### config.mk
export PLATFORM = sky130hd
export DESIGN_NAME = rkf_sequencer
export DESIGN_NICKNAME = d
export VERILOG_FILES = /design/src/design/rkf_pkg.sv /design/src/design/rkf_sequencer.sv
export SDC_FILE = /design/constraint.sdc
export NUM_CORES = 1
export LEC_CHECK = 0
export BUFFER_PORTS_ARGS = -buffer_cell sky130_fd_sc_hd__buf_4
export CAP_MARGIN = 20
export CELL_PAD_IN_SITES_DETAIL_PLACEMENT = 0
export CELL_PAD_IN_SITES_GLOBAL_PLACEMENT = 1
export CORE_MARGIN = 1.5
export CORE_UTILIZATION = 41
export CTS_CLUSTER_DIAMETER = 120
export DETAILED_ROUTE_END_ITERATION = 8
export PLACE_DENSITY_LB_ADDON = 0.1
export SLEW_MARGIN = 0
export SYNTH_ARGS = -nofsm -noshare
export SYNTH_HDL_FRONTEND = slang
export SYNTH_SLANG_ARGS = --single-unit
### constraint.sdc
create_clock -name clk_i -period 3.4 [get_ports clk_i]
set_input_delay 0.17 -clock clk_i [delete_from_list [all_inputs] [get_ports clk_i]]
set_output_delay 0.17 -clock clk_i [all_outputs]
set_load 0.05 [all_outputs]
### src/design/rkf_pkg.sv
`timescale 1ns / 1ps
// Package for the per-device RSSI Kalman filter: payload and control types, the
// microcode table, register codes and reset constants. No dependencies.
package rkf_pkg;

  // Transaction payloads.
  typedef struct packed {
    logic [47:0]        mac_address;
    logic signed [7:0]  rssi;
  } rkf_in_item_t;

  typedef struct packed {
    logic               matched;
    logic [1:0]         device_index;
    logic signed [15:0] filtered_rssi;
    logic [15:0]        variance_out;
  } rkf_out_item_t;

  localparam int unsigned CfgIdxW  = 3;
  localparam int unsigned CfgDataW = 48;

  typedef struct packed {
    logic [CfgIdxW-1:0]  reg_index;
    logic [CfgDataW-1:0] wdata;
  } rkf_cfg_write_t;

  typedef enum logic [CfgIdxW-1:0] {
    REG_MAC_ENTRY_0       = 3'd0,
    REG_MAC_ENTRY_1       = 3'd1,
    REG_MAC_ENTRY_2       = 3'd2,
    REG_PROCESS_NOISE     = 3'd3,
    REG_MEASUREMENT_NOISE = 3'd4
  } rkf_reg_e;

  // Number of address registers in the register map.
  localparam int unsigned MacRegCount = 3;

  localparam logic [15:0] ProcessNoiseReset     = 16'd1925;
  localparam logic [15:0] MeasurementNoiseReset = 16'd15565;
  localparam logic [15:0] VarianceOne           = 16'd4096;

  // Gain division produces one quotient bit per iteration.
  localparam int unsigned DivSteps = 16;
  localparam int unsigned LoopW    = 4;

  // Datapath operations selected by the control word.
  typedef enum logic [3:0] {
    OP_NONE,
    OP_LOAD,
    OP_PREP,
    OP_DIV_INIT,
    OP_DIV_STEP,
    OP_GAIN_SAT,
    OP_MUL_GAIN,
    OP_UPD_EST,
    OP_UPD_VAR,
    OP_FIRST,
    OP_EMIT
  } rkf_op_e;

  // Jump conditions; when the condition is false the program falls through.
  typedef enum logic [2:0] {
    COND_NEVER,
    COND_ALWAYS,
    COND_NO_INPUT,
    COND_UNMATCHED,
    COND_NOT_STARTED,
    COND_R_ZERO,
    COND_LOOP,
    COND_OUT_BUSY
  } rkf_cond_e;

  localparam int unsigned StepW = 4;
  typedef logic [StepW-1:0] rkf_step_t;

  localparam rkf_step_t STEP_WAIT      = 4'd0;
  localparam rkf_step_t STEP_MATCH     = 4'd1;
  localparam rkf_step_t STEP_STARTED   = 4'd2;
  localparam rkf_step_t STEP_PREP      = 4'd3;
  localparam rkf_step_t STEP_DIV_INIT  = 4'd4;
  localparam rkf_step_t STEP_DIV_LOOP  = 4'd5;
  localparam rkf_step_t STEP_MUL_GAIN  = 4'd6;
  localparam rkf_step_t STEP_UPD_EST   = 4'd7;
  localparam rkf_step_t STEP_UPD_VAR   = 4'd8;
  localparam rkf_step_t STEP_FIRST     = 4'd9;
  localparam rkf_step_t STEP_GAIN_SAT  = 4'd10;
  localparam rkf_step_t STEP_EMIT      = 4'd11;
  localparam rkf_step_t STEP_LAST      = STEP_EMIT;

  typedef struct packed {
    rkf_op_e   op;
    rkf_cond_e cond;
    rkf_step_t target;
    logic      loop_load;
  } rkf_uword_t;

  // Status fed back from the datapath to the sequencer.
  typedef struct packed {
    logic in_fire;
    logic matched;
    logic started;
    logic r_zero;
    logic out_busy;
  } rkf_status_t;

  // Microcode read-only table.
  function automatic rkf_uword_t rkf_ucode(rkf_step_t step);
    rkf_uword_t w;
    w = '{op: OP_NONE, cond: COND_ALWAYS, target: STEP_WAIT, loop_load: 1'b0};
    unique case (step)
      STEP_WAIT:     w = '{OP_LOAD,     COND_NO_INPUT,    STEP_WAIT,     1'b0};
      STEP_MATCH:    w = '{OP_NONE,     COND_UNMATCHED,   STEP_EMIT,     1'b0};
      STEP_STARTED:  w = '{OP_NONE,     COND_NOT_STARTED, STEP_FIRST,    1'b0};
      STEP_PREP:     w = '{OP_PREP,     COND_NEVER,       STEP_WAIT,     1'b0};
      STEP_DIV_INIT: w = '{OP_DIV_INIT, COND_R_ZERO,      STEP_GAIN_SAT, 1'b1};
      STEP_DIV_LOOP: w = '{OP_DIV_STEP, COND_LOOP,        STEP_DIV_LOOP, 1'b0};
      STEP_MUL_GAIN: w = '{OP_MUL_GAIN, COND_NEVER,       STEP_WAIT,     1'b0};
      STEP_UPD_EST:  w = '{OP_UPD_EST,  COND_NEVER,       STEP_WAIT,     1'b0};
      STEP_UPD_VAR:  w = '{OP_UPD_VAR,  COND_ALWAYS,      STEP_EMIT,     1'b0};
      STEP_FIRST:    w = '{OP_FIRST,    COND_ALWAYS,      STEP_EMIT,     1'b0};
      STEP_GAIN_SAT: w = '{OP_GAIN_SAT, COND_ALWAYS,      STEP_MUL_GAIN, 1'b0};
      STEP_EMIT:     w = '{OP_EMIT,     COND_OUT_BUSY,    STEP_EMIT,     1'b0};
      default:       w = '{OP_NONE,     COND_ALWAYS,      STEP_WAIT,     1'b0};
    endcase
    return w;
  endfunction

endpackage

### src/design/rkf_sequencer.sv
`timescale 1ns / 1ps
// Microcode sequencer: step counter, loop counter and control word lookup.
// Depends on rkf_pkg for the control word format and the program table.
module rkf_sequencer
  import rkf_pkg::*;
(
  input  logic        clk_i,
  input  logic        rst_ni,
  input  rkf_status_t status_i,
  output rkf_uword_t  uword_o
);

  rkf_step_t        pc_q, pc_d;
  logic [LoopW-1:0] loop_q, loop_d;
  rkf_uword_t       uw;
  logic             jump;

  assign uw      = rkf_ucode(pc_q);
  assign uword_o = uw;

  always_comb begin
    unique case (uw.cond)
      COND_NEVER:       jump = 1'b0;
      COND_ALWAYS:      jump = 1'b1;
      COND_NO_INPUT:    jump = !status_i.in_fire;
      COND_UNMATCHED:   jump = !status_i.matched;
      COND_NOT_STARTED: jump = !status_i.started;
      COND_R_ZERO:      jump = status_i.r_zero;
      COND_LOOP:        jump = (loop_q != '0);
      COND_OUT_BUSY:    jump = status_i.out_busy;
      default:          jump = 1'b0;
    endcase

    if (jump) begin
      pc_d = uw.target;
    end else if (pc_q == STEP_LAST) begin
      pc_d = STEP_WAIT;
    end else begin
      pc_d = pc_q + rkf_step_t'(1);
    end

    loop_d = loop_q;
    if (uw.loop_load) begin
      loop_d = LoopW'(DivSteps - 1);
    end else if (uw.cond == COND_LOOP && loop_q != '0) begin
      loop_d = loop_q - LoopW'(1);
    end
  end

  always_ff @(posedge clk_i or negedge rst_ni) begin
    if (!rst_ni) begin
      pc_q   <= STEP_WAIT;
      loop_q <= '0;
    end else begin
      pc_q   <= pc_d;
      loop_q <= loop_d;
    end
  end

endmodule

==> results.py, run 1 <==
metrics = {
    "final_layout": {
        "mostFrequentLayoutCells": "buf_4 (18), nand2_1 (17), ha_1 (9)",
        "multi_input_area_um2": 571,
        "finalNetCount": 131,
        "diodes": 0,
        "seqCellArea_um2": 200,
        "drive_above_1_share": 0.283,
        "stdcell_count": 138,
        "mostFrequentLayoutCell": "buf_4",
        "fillCellCount": 186,
        "fin_util": 0.553,
        "area.growth.synth_to_final_pct": 22.7,
    },
    "detailed_routing": {
        "routedWlPerCell_um": 13.2,
        "ant_nets": 0,
        "dr.pass1.iters": 4,
        "vias_per_cell": 5.17,
        "postRouteWirelength_um": 1820,
        "drcViolationCount": 0,
        "first_iter_violations": 8,
        "vias": 713,
    },
    "place": {
        "dp.cells": 134,
        "io_buffers": 18,
        "hpwl_um": 1400,
        "place_congestion": 0.812,
    },
    "synthesis": {
        "synth.area.mux_share": 0.106,
        "synth.net_count": 109,
        "synth_compound_area_frac": 0.194,
        "ys_seq_area_frac": 0.247,
        "ys_ff_latch": 8,
        "synth_top_family_by_area": "simple AND/OR/NAND/NOR gates",
        "yosys.area_share.xor_xnor": 0.0431,
        "synthAdderAreaFrac": 0.139,
        "synth_area_um2": 812,
        "syn_inst": 93,
        "yosysWarnings": 0,
        "synth_simple_gate_area_frac": 0.220,
        "synth.avg_cell_area_um2": 8.73,
        "synthDistinctLibCells": 34,
    },
    "clock_tree": {
        "root_buffer": "clkbuf_4",
        "cts_sinks": 8,
        "cts_made_buffers": 3,
        "cts_setup_buffers": 0,
        "cts_tree": "built",
        "insertion_delay_ns": 0.25,
        "cts_buffer_depth": 2,
        "cts_resized": 0,
        "htreeDepth": 1,
        "hold_buffers": 1,
        "clk_pin_slew_ns": 0.05,
    },
    "timing": {
        "skew_ns": 0.00547,
        "worst_slew_pin_slew_ns": 0.601,
        "finalHoldViolCount": 0,
        "hold_ws_ns": 0.270,
        "setup_viol": 0,
        "min_period_over_period": 0.773,
        "fmax_ghz": 0.381,
        "period_minus_slack_ns": 2.63,
        "grt_setup_unrepaired": "no",
        "setup_tns_ns": 0,
        "relSlewSlack": 0.599,
        "finalMaxSlewViolations": 0,
    },
    "global_routing": {
        "antenna_found_initial": 0,
        "gr-usage-all-layers": 0.183,
        "grt.overflow.total": 0,
        "grt_max_degree": 18,
        "grt_pass1_vias": 631,
        "grt_pass1_wl_um": 2830,
    },
    "setup_path": {
        "end_kind": "flop",
        "path_class": "flop to flop",
        "r2r_start": "pc_q[2]$_DFF_PN0_",
        "cp_data_required_time_ns": 3.53,
        "critPathLaunchType": "flop",
        "crit_slowest_cell": "a222oi_1",
        "worstPathCellList": "inv_1, ha_1, nor2b_1, a31oi_4, mux2i_1, a222oi_1, mux2_2",
        "arrival_ns": 2.76,
        "slowest_delay_ns": 0.61,
        "path_max_fanout": 13,
        "startpoint": "pc_q[2]$_DFF_PN0_",
    },
    "hold_path": {
        "hold_class": "primary input to asynchronous set/reset pin",
    },
    "die": {
        "coreArea_um2": 1800,
        "die_w_um": 47.5,
        "dieArea_um2": 2260,
        "rows": 15,
        "initial_utilization": 0.451,
        "io_pins": 19,
        "die_h_um": 47.5,
    },
    "run_status": {
        "status": "finished, final reports clean",
    },
    "flow_run": {
        "drv_cap": 0,
    },
}
[synth_stat cells]
library cell | number | area [um2]
a22oi_1 | 1 | 7.51
or2_2 | 1 | 6.26
o211ai_1 | 1 | 7.51
a311oi_1 | 1 | 8.76
xor2_1 | 2 | 17.5
inv_2 | 1 | 3.75
o22ai_1 | 2 | 12.5
a211oi_1 | 1 | 7.51
a31oi_4 | 2 | 42.5
mux2i_1 | 3 | 30.0
o21ai_0 | 3 | 15.0
ha_1 | 9 | 113
o31ai_1 | 1 | 7.51
a21oi_1 | 6 | 30.0
nor3_1 | 1 | 5.00
or2_4 | 1 | 8.76
buf_6 | 1 | 11.3
nand2b_4 | 1 | 13.8
or3_1 | 2 | 12.5
nand2b_1 | 2 | 12.5
xnor2_1 | 2 | 17.5
inv_1 | 6 | 22.5
nor3b_1 | 1 | 7.51
dfrtp_1 | 8 | 200
clkbuf_1 | 1 | 3.75
a222oi_1 | 1 | 10.0
nand2_1 | 17 | 63.8
mux2_2 | 5 | 56.3
o31a_1 | 1 | 8.76
nand3_1 | 2 | 10.0
nor2b_1 | 2 | 12.5
and2b_1 | 1 | 7.51
nand3b_1 | 1 | 7.51
nor2_1 | 3 | 11.3
[critical path: cells and delay by family, from the launching register on]
kind | cells | cell delay (ns)
adders and majority gates | 1 | 0.24
AOI/OAI and AO/OA | 2 | 0.71
DFF | 1 | 0.54
buffers and inverters | 1 | 0.20
muxes | 2 | 0.58
and+or+nand+nor | 1 | 0.25
[per-layer routing]
layer	routed length (um)	GRT usage	vias to the layer above
li1	-	-	369
met1	905	0.247	323
met2	802	0.284	19
met3	96	0.0453	2
met4	14	0.0667	0
met5	0	0	-
[cell families after synthesis]
kind of cell               after synthesis
and+or+nand+nor                         35
AOI/OAI and AO/OA                       20
buffers and inverters                    9
adders and majority gates                9
muxes                                    8
DFF                                      8
xor gates and xnor gates                 4
[metrics by stage]
step	setup WS, ns	area, um2
CTS	0.746	996
finish	0.772	996
detailed placement	0.751	963
global route	0.593	996
global placement	0.893	963
floorplan	0.878	812
[flip-flops by register name, summed over array words and instances (netlist names)]
register  cells
loop_q        4
pc_q          4
[path summary, 6_finish.rpt]
kind	to	slack [ns]	cells past startpoint
max in group asynchronous	pc_q[2]$_DFF_PN0_	3.00	2
worst max register to register	pc_q[3]$_DFF_PN0_	0.77	7
worst min-delay path	loop_q[3]$_DFFE_PN0P_	0.27	2
min in group clk_i	pc_q[1]$_DFF_PN0_	0.40	4
worst min register to register	loop_q[3]$_DFFE_PN0P_	0.53	2
worst max-delay path	pc_q[3]$_DFF_PN0_	0.77	7
[layout make-up]
class,count,area share
Tap cell,25,0.0314
Inverter,7,0.0264
Clock buffer,3,0.0226
Sequential cell,8,0.201
Timing Repair Buffer,19,0.146
Multi-Input combinational cell,76,0.573
Power of run 1 is not shown: default switching activity piles up to over one toggle a cycle in this logic, so the estimate is an artifact.
==> inputs of run 2 (changes only) <==
- CORE_UTILIZATION: 41 -> 38
- clock period: 3.4 -> 2.57 ns (I/O delays scaled with it)
==> results.py, run 2 (synthesis gave the netlist of run 1 again) <==
metrics = {
    "timing": {
        "skew_ns": 0.00357,
        "setup_tns_ns": 0,
        "worst_slew_pin_slew_ns": 0.358,
        "setup_viol": 0,
        "finalHoldViolCount": 0,
        "min_period_over_period": 0.943,
        "relSlewSlack": 0.761,
        "hold_ws_ns": 0.239,
        "grt_setup_unrepaired": "no",
        "fmax_ghz": 0.413,
        "postLayoutSetupSlackWorst_ns": 0.147,
        "finalMaxSlewViolations": 0,
        "period_minus_slack_ns": 2.42,
    },
    "detailed_routing": {
        "drcViolationCount": 0,
        "postRouteWirelength_um": 1900,
        "ant_nets": 0,
        "dr.pass1.iters": 5,
        "vias_per_cell": 5.05,
        "routedWlPerCell_um": 13.2,
        "first_iter_violations": 11,
        "vias": 727,
    },
    "clock_tree": {
        "cts_sinks": 8,
        "cts_made_buffers": 3,
        "insertion_delay_ns": 0.26,
        "cts_setup_buffers": 0,
        "cts_buffer_depth": 2,
        "cts_tree": "built",
        "htreeDepth": 1,
        "root_buffer": "clkbuf_4",
        "clk_pin_slew_ns": 0.06,
    },
    "global_routing": {
        "gr-usage-met3": 0.0307,
        "antenna_found_initial": 0,
        "grt_use_met1": 0.231,
        "grt_pass1_vias": 703,
        "grtUsageMet2": 0.266,
        "top_usage_layer": "met2",
        "grt_max_degree": 14,
        "gr-usage-all-layers": 0.173,
        "grt.overflow.total": 0,
        "grt_pass1_wl_um": 3200,
    },
    "setup_path": {
        "rrSetupSlack_ns": 0.15,
        "end_kind": "flop",
        "arrival_ns": 2.57,
        "path_class": "flop to flop",
        "critPathLaunchType": "flop",
        "rr_worst_depth": 8,
        "r2r_start": "pc_q[1]$_DFF_PN0_",
        "cp_data_required_time_ns": 2.72,
        "path_max_fanout": 8,
        "rr_endpoint": "pc_q[2]$_DFF_PN0_",
    },
    "final_layout": {
        "drive_above_1_share": 0.325,
        "final_design_area_no_fill_um2": 1030,
        "mostFrequentLayoutCell": "buf_4",
        "mostFrequentLayoutCells": "buf_4 (22), nand2_1 (17), ha_1 (8), dfrtp_1 (8)",
        "diodes": 0,
        "reg.largest.list": "loop_q: 4 flops, pc_q: 4 flops",
        "area.growth.synth_to_final_pct": 27.3,
        "finalNetCount": 135,
    },
    "die": {
        "initial_utilization": 0.410,
        "coreArea_um2": 1980,
        "rows": 16,
        "dieArea_um2": 2420,
        "die_w_um": 49.2,
        "io_pins": 19,
        "die_h_um": 49.2,
    },
    "place": {
        "io_buffers": 18,
        "pre_cts_slack_ns": 0.0743,
        "place_congestion": 0.871,
        "place_area_um2": 996,
        "hpwl_um": 1480,
    },
    "hold_path": {
        "hold_class": "primary input to asynchronous set/reset pin",
    },
    "flow_run": {
        "drv_cap": 0,
    },
    "run_status": {
        "status": "finished, final reports clean",
    },
}
run 2: critical path, cell delays in order (launching register included):
cell and delay [ns]:
dfrtp_1 0.47, ha_2 0.29, ha_1 0.17, nor2b_2 0.06, a31oi_4 0.24, mux2i_1 0.14
a222oi_1 0.42, buf_4 0.20, mux2_2 0.32
run 2: what timing repair did:
action,4_1_cts,5_1_grt
setup endpoints to repair,0,3
endpoints found under the hold margin,8,0
resized for setup,0,2
hold buffers,1,0
run 2: layer usage:
metal  share of wire  wire (um)
met3           0.047         90
met5               0          0
met1            0.52        979
met4           0.017         33
met2            0.42        796
run 2: how the worst max path moves through the flow:
| stage | start | endpoint | slack (ns) | depth (start not counted) |
|---|---|---|---|---|
| finish | pc_q[1]$_DFF_PN0_ | pc_q[2]$_DFF_PN0_ | 0.15 | 8 |
| global route | pc_q[1]$_DFF_PN0_ | pc_q[0]$_DFF_PN0_ | 0.01 | 8 |
| CTS | pc_q[1]$_DFF_PN0_ | pc_q[0]$_DFF_PN0_ | 0.06 | 8 |
| floorplan | pc_q[1]$_DFF_PN0_ | pc_q[0]$_DFF_PN0_ | 0.05 | 7 |
| global placement | pc_q[1]$_DFF_PN0_ | pc_q[2]$_DFF_PN0_ | 0.17 | 8 |
| detailed placement | pc_q[1]$_DFF_PN0_ | pc_q[0]$_DFF_PN0_ | 0.07 | 8 |
run 2: final cells by class:
type                    instances  area [um2]
clock buffers                   3        22.5
multi-input cells              76         576
flip-flops and latches          8         200
repair buffers                 23         175
fillers                       186         948
inverters                       7        26.3
well taps                      27        33.8
run 2: per-stage QoR:
| stage | std cells | util |
|---|---|---|
| after floorplan | 93 | - |
| after global placement | 140 | 0.503 |
| after detailed placement | 140 | 0.503 |
| after CTS | 144 | 0.519 |
| after global routing | 144 | 0.521 |
| final | 144 | 0.521 |
Power of run 2 is left out for the same reason.
==> inputs of run 3 (changes only) <==
- CELL_PAD_IN_SITES_DETAIL_PLACEMENT: 0 -> default
- CELL_PAD_IN_SITES_GLOBAL_PLACEMENT: 1 -> default
- CORE_UTILIZATION: 38 -> 52
- PLACE_DENSITY: default -> 0.78
- PLACE_DENSITY_LB_ADDON: 0.1 -> default
==> results.py, run 3 (synthesis gave the netlist of run 1 again) <==
metrics = {
    "detailed_routing": {
        "drcViolationCount": 0,
        "routedWlPerCell_um": 13.3,
        "postRouteWirelength_um": 1790,
        "vias_per_cell": 5.72,
        "ant_nets": 0,
        "first_iter_violations": 17,
        "dr.pass1.iters": 5,
        "vias": 766,
    },
    "clock_tree": {
        "root_buffer": "clkbuf_4",
        "clk_pin_slew_ns": 0.05,
        "cts_buffer_depth": 2,
        "cts_sinks": 8,
        "insertion_delay_ns": 0.24,
        "cts_setup_buffers": 0,
        "htreeDepth": 1,
        "cts_tree": "built",
        "cts_made_buffers": 3,
    },
    "setup_path": {
        "r2r_start": "pc_q[0]$_DFF_PN0_",
        "rr_endpoint": "pc_q[0]$_DFF_PN0_",
        "path_max_fanout": 8,
        "end_kind": "flop",
        "cp_num_cells": 8,
        "arrival_ns": 2.50,
        "slowest_delay_ns": 0.42,
        "path_class": "flop to flop",
        "startpoint": "pc_q[0]$_DFF_PN0_",
        "rrSetupSlack_ns": 0.19,
        "worstPathCellList": "ha_1, ha_1, nor2b_2, a31oi_4, mux2i_1, a222oi_1, buf_4, mux2_2",
        "cpMostUsedCell": "ha_1",
        "critPathLaunchType": "flop",
        "cp_data_required_time_ns": 2.69,
        "rr_worst_depth": 8,
        "critPathTopFamily": "adder cells",
        "worstPathBufferInverterCount": 1,
        "crit_slowest_cell": "dfrtp_1",
        "endpoint": "pc_q[0]$_DFF_PN0_",
    },
    "timing": {
        "period_minus_slack_ns": 2.38,
        "fmax_ghz": 0.420,
        "skew_ns": 0.00286,
        "min_period_over_period": 0.926,
        "relSlewSlack": 0.739,
        "setup_tns_ns": 0,
        "postLayoutSetupSlackWorst_ns": 0.190,
        "finalMaxSlewViolations": 0,
        "worst_slew_pin_slew_ns": 0.392,
        "finalHoldViolCount": 0,
        "grt_setup_unrepaired": "no",
        "setup_viol": 0,
    },
    "die": {
        "coreArea_um2": 1490,
        "initial_utilization": 0.545,
        "die_h_um": 42.5,
        "rows": 14,
        "dieArea_um2": 1810,
        "die_w_um": 42.5,
        "io_pins": 19,
    },
    "global_routing": {
        "antenna_found_initial": 0,
        "gr-usage-all-layers": 0.216,
        "grt_pass1_wl_um": 3010,
        "grt_max_degree": 13,
        "grt_pass1_vias": 685,
        "grt.overflow.total": 0,
    },
    "hold_path": {
        "hold_class": "primary input to asynchronous set/reset pin",
    },
    "final_layout": {
        "reg.largest.list": "loop_q: 4 flops, pc_q: 4 flops",
        "finalNetCount": 136,
        "drive_above_1_share": 0.322,
        "mostFrequentLayoutCells": "buf_4 (23), nand2_1 (17), ha_1 (9)",
        "fillCellCount": 136,
        "mostFrequentLayoutCell": "buf_4",
        "diodes": 0,
        "area.growth.synth_to_final_pct": 26.2,
        "fin_util": 0.688,
    },
    "place": {
        "hpwl_um": 1370,
        "place_congestion": 0.883,
        "io_buffers": 18,
        "pre_cts_slack_ns": 0.138,
    },
    "run_status": {
        "status": "finished, final reports clean",
    },
    "flow_run": {
        "drv_cap": 0,
    },
}
==> run 3: metrics by stage <==
step	instance area, um2	hold slack (ns)	instances
6_report	1020	0.225	134
5_1_grt	1020	0.226	134
4_1_cts	1020	0.232	134
3_5_place_dp	990	-0.0528	130
3_3_place_gp	990	-0.0529	130
2_1_floorplan	812	-0.167	93
==> run 3: timing repair <==
action                                  CTS  global route
endpoints found under the setup margin    0             3
hold buffers                              1             0
hold endpoints to repair                  8             0
gates resized for setup                   0             1
==> run 3: routing by layer <==
metal  part of all wire  vias up  GRT usage
met5                  0        -          0
li1                   -      380          -
met4                  0        0     0.0438
met2               0.45       21      0.342
met3              0.046        0     0.0431
met1               0.50      365      0.306
==> run 3: area by class of cell <==
class / instances / area (um2) / share of cell area
tap: 16 / 20.0 / 0.0195
clock buffer: 3 / 22.5 / 0.0220
sequential: 8 / 200 / 0.195
timing repair buffer: 24 / 183 / 0.178
multi-input combinational: 76 / 573 / 0.559
inverter: 7 / 26.3 / 0.0256
==> run 3: how the worst min path moves through the flow <==
stage | end | slack (ns) | cells past startpoint
finish | loop_q[3]$_DFFE_PN0P_ | 0.22 | 2
global route | loop_q[1]$_DFFE_PN0P_ | 0.23 | 2
CTS | loop_q[1]$_DFFE_PN0P_ | 0.23 | 2
detailed placement | loop_q[1]$_DFFE_PN0P_ | -0.05 | 1
global placement | loop_q[0]$_DFFE_PN0P_ | -0.05 | 1
floorplan | loop_q[0]$_DFFE_PN0P_ | -0.17 | 0
Power of run 3 is left out for the same reason.
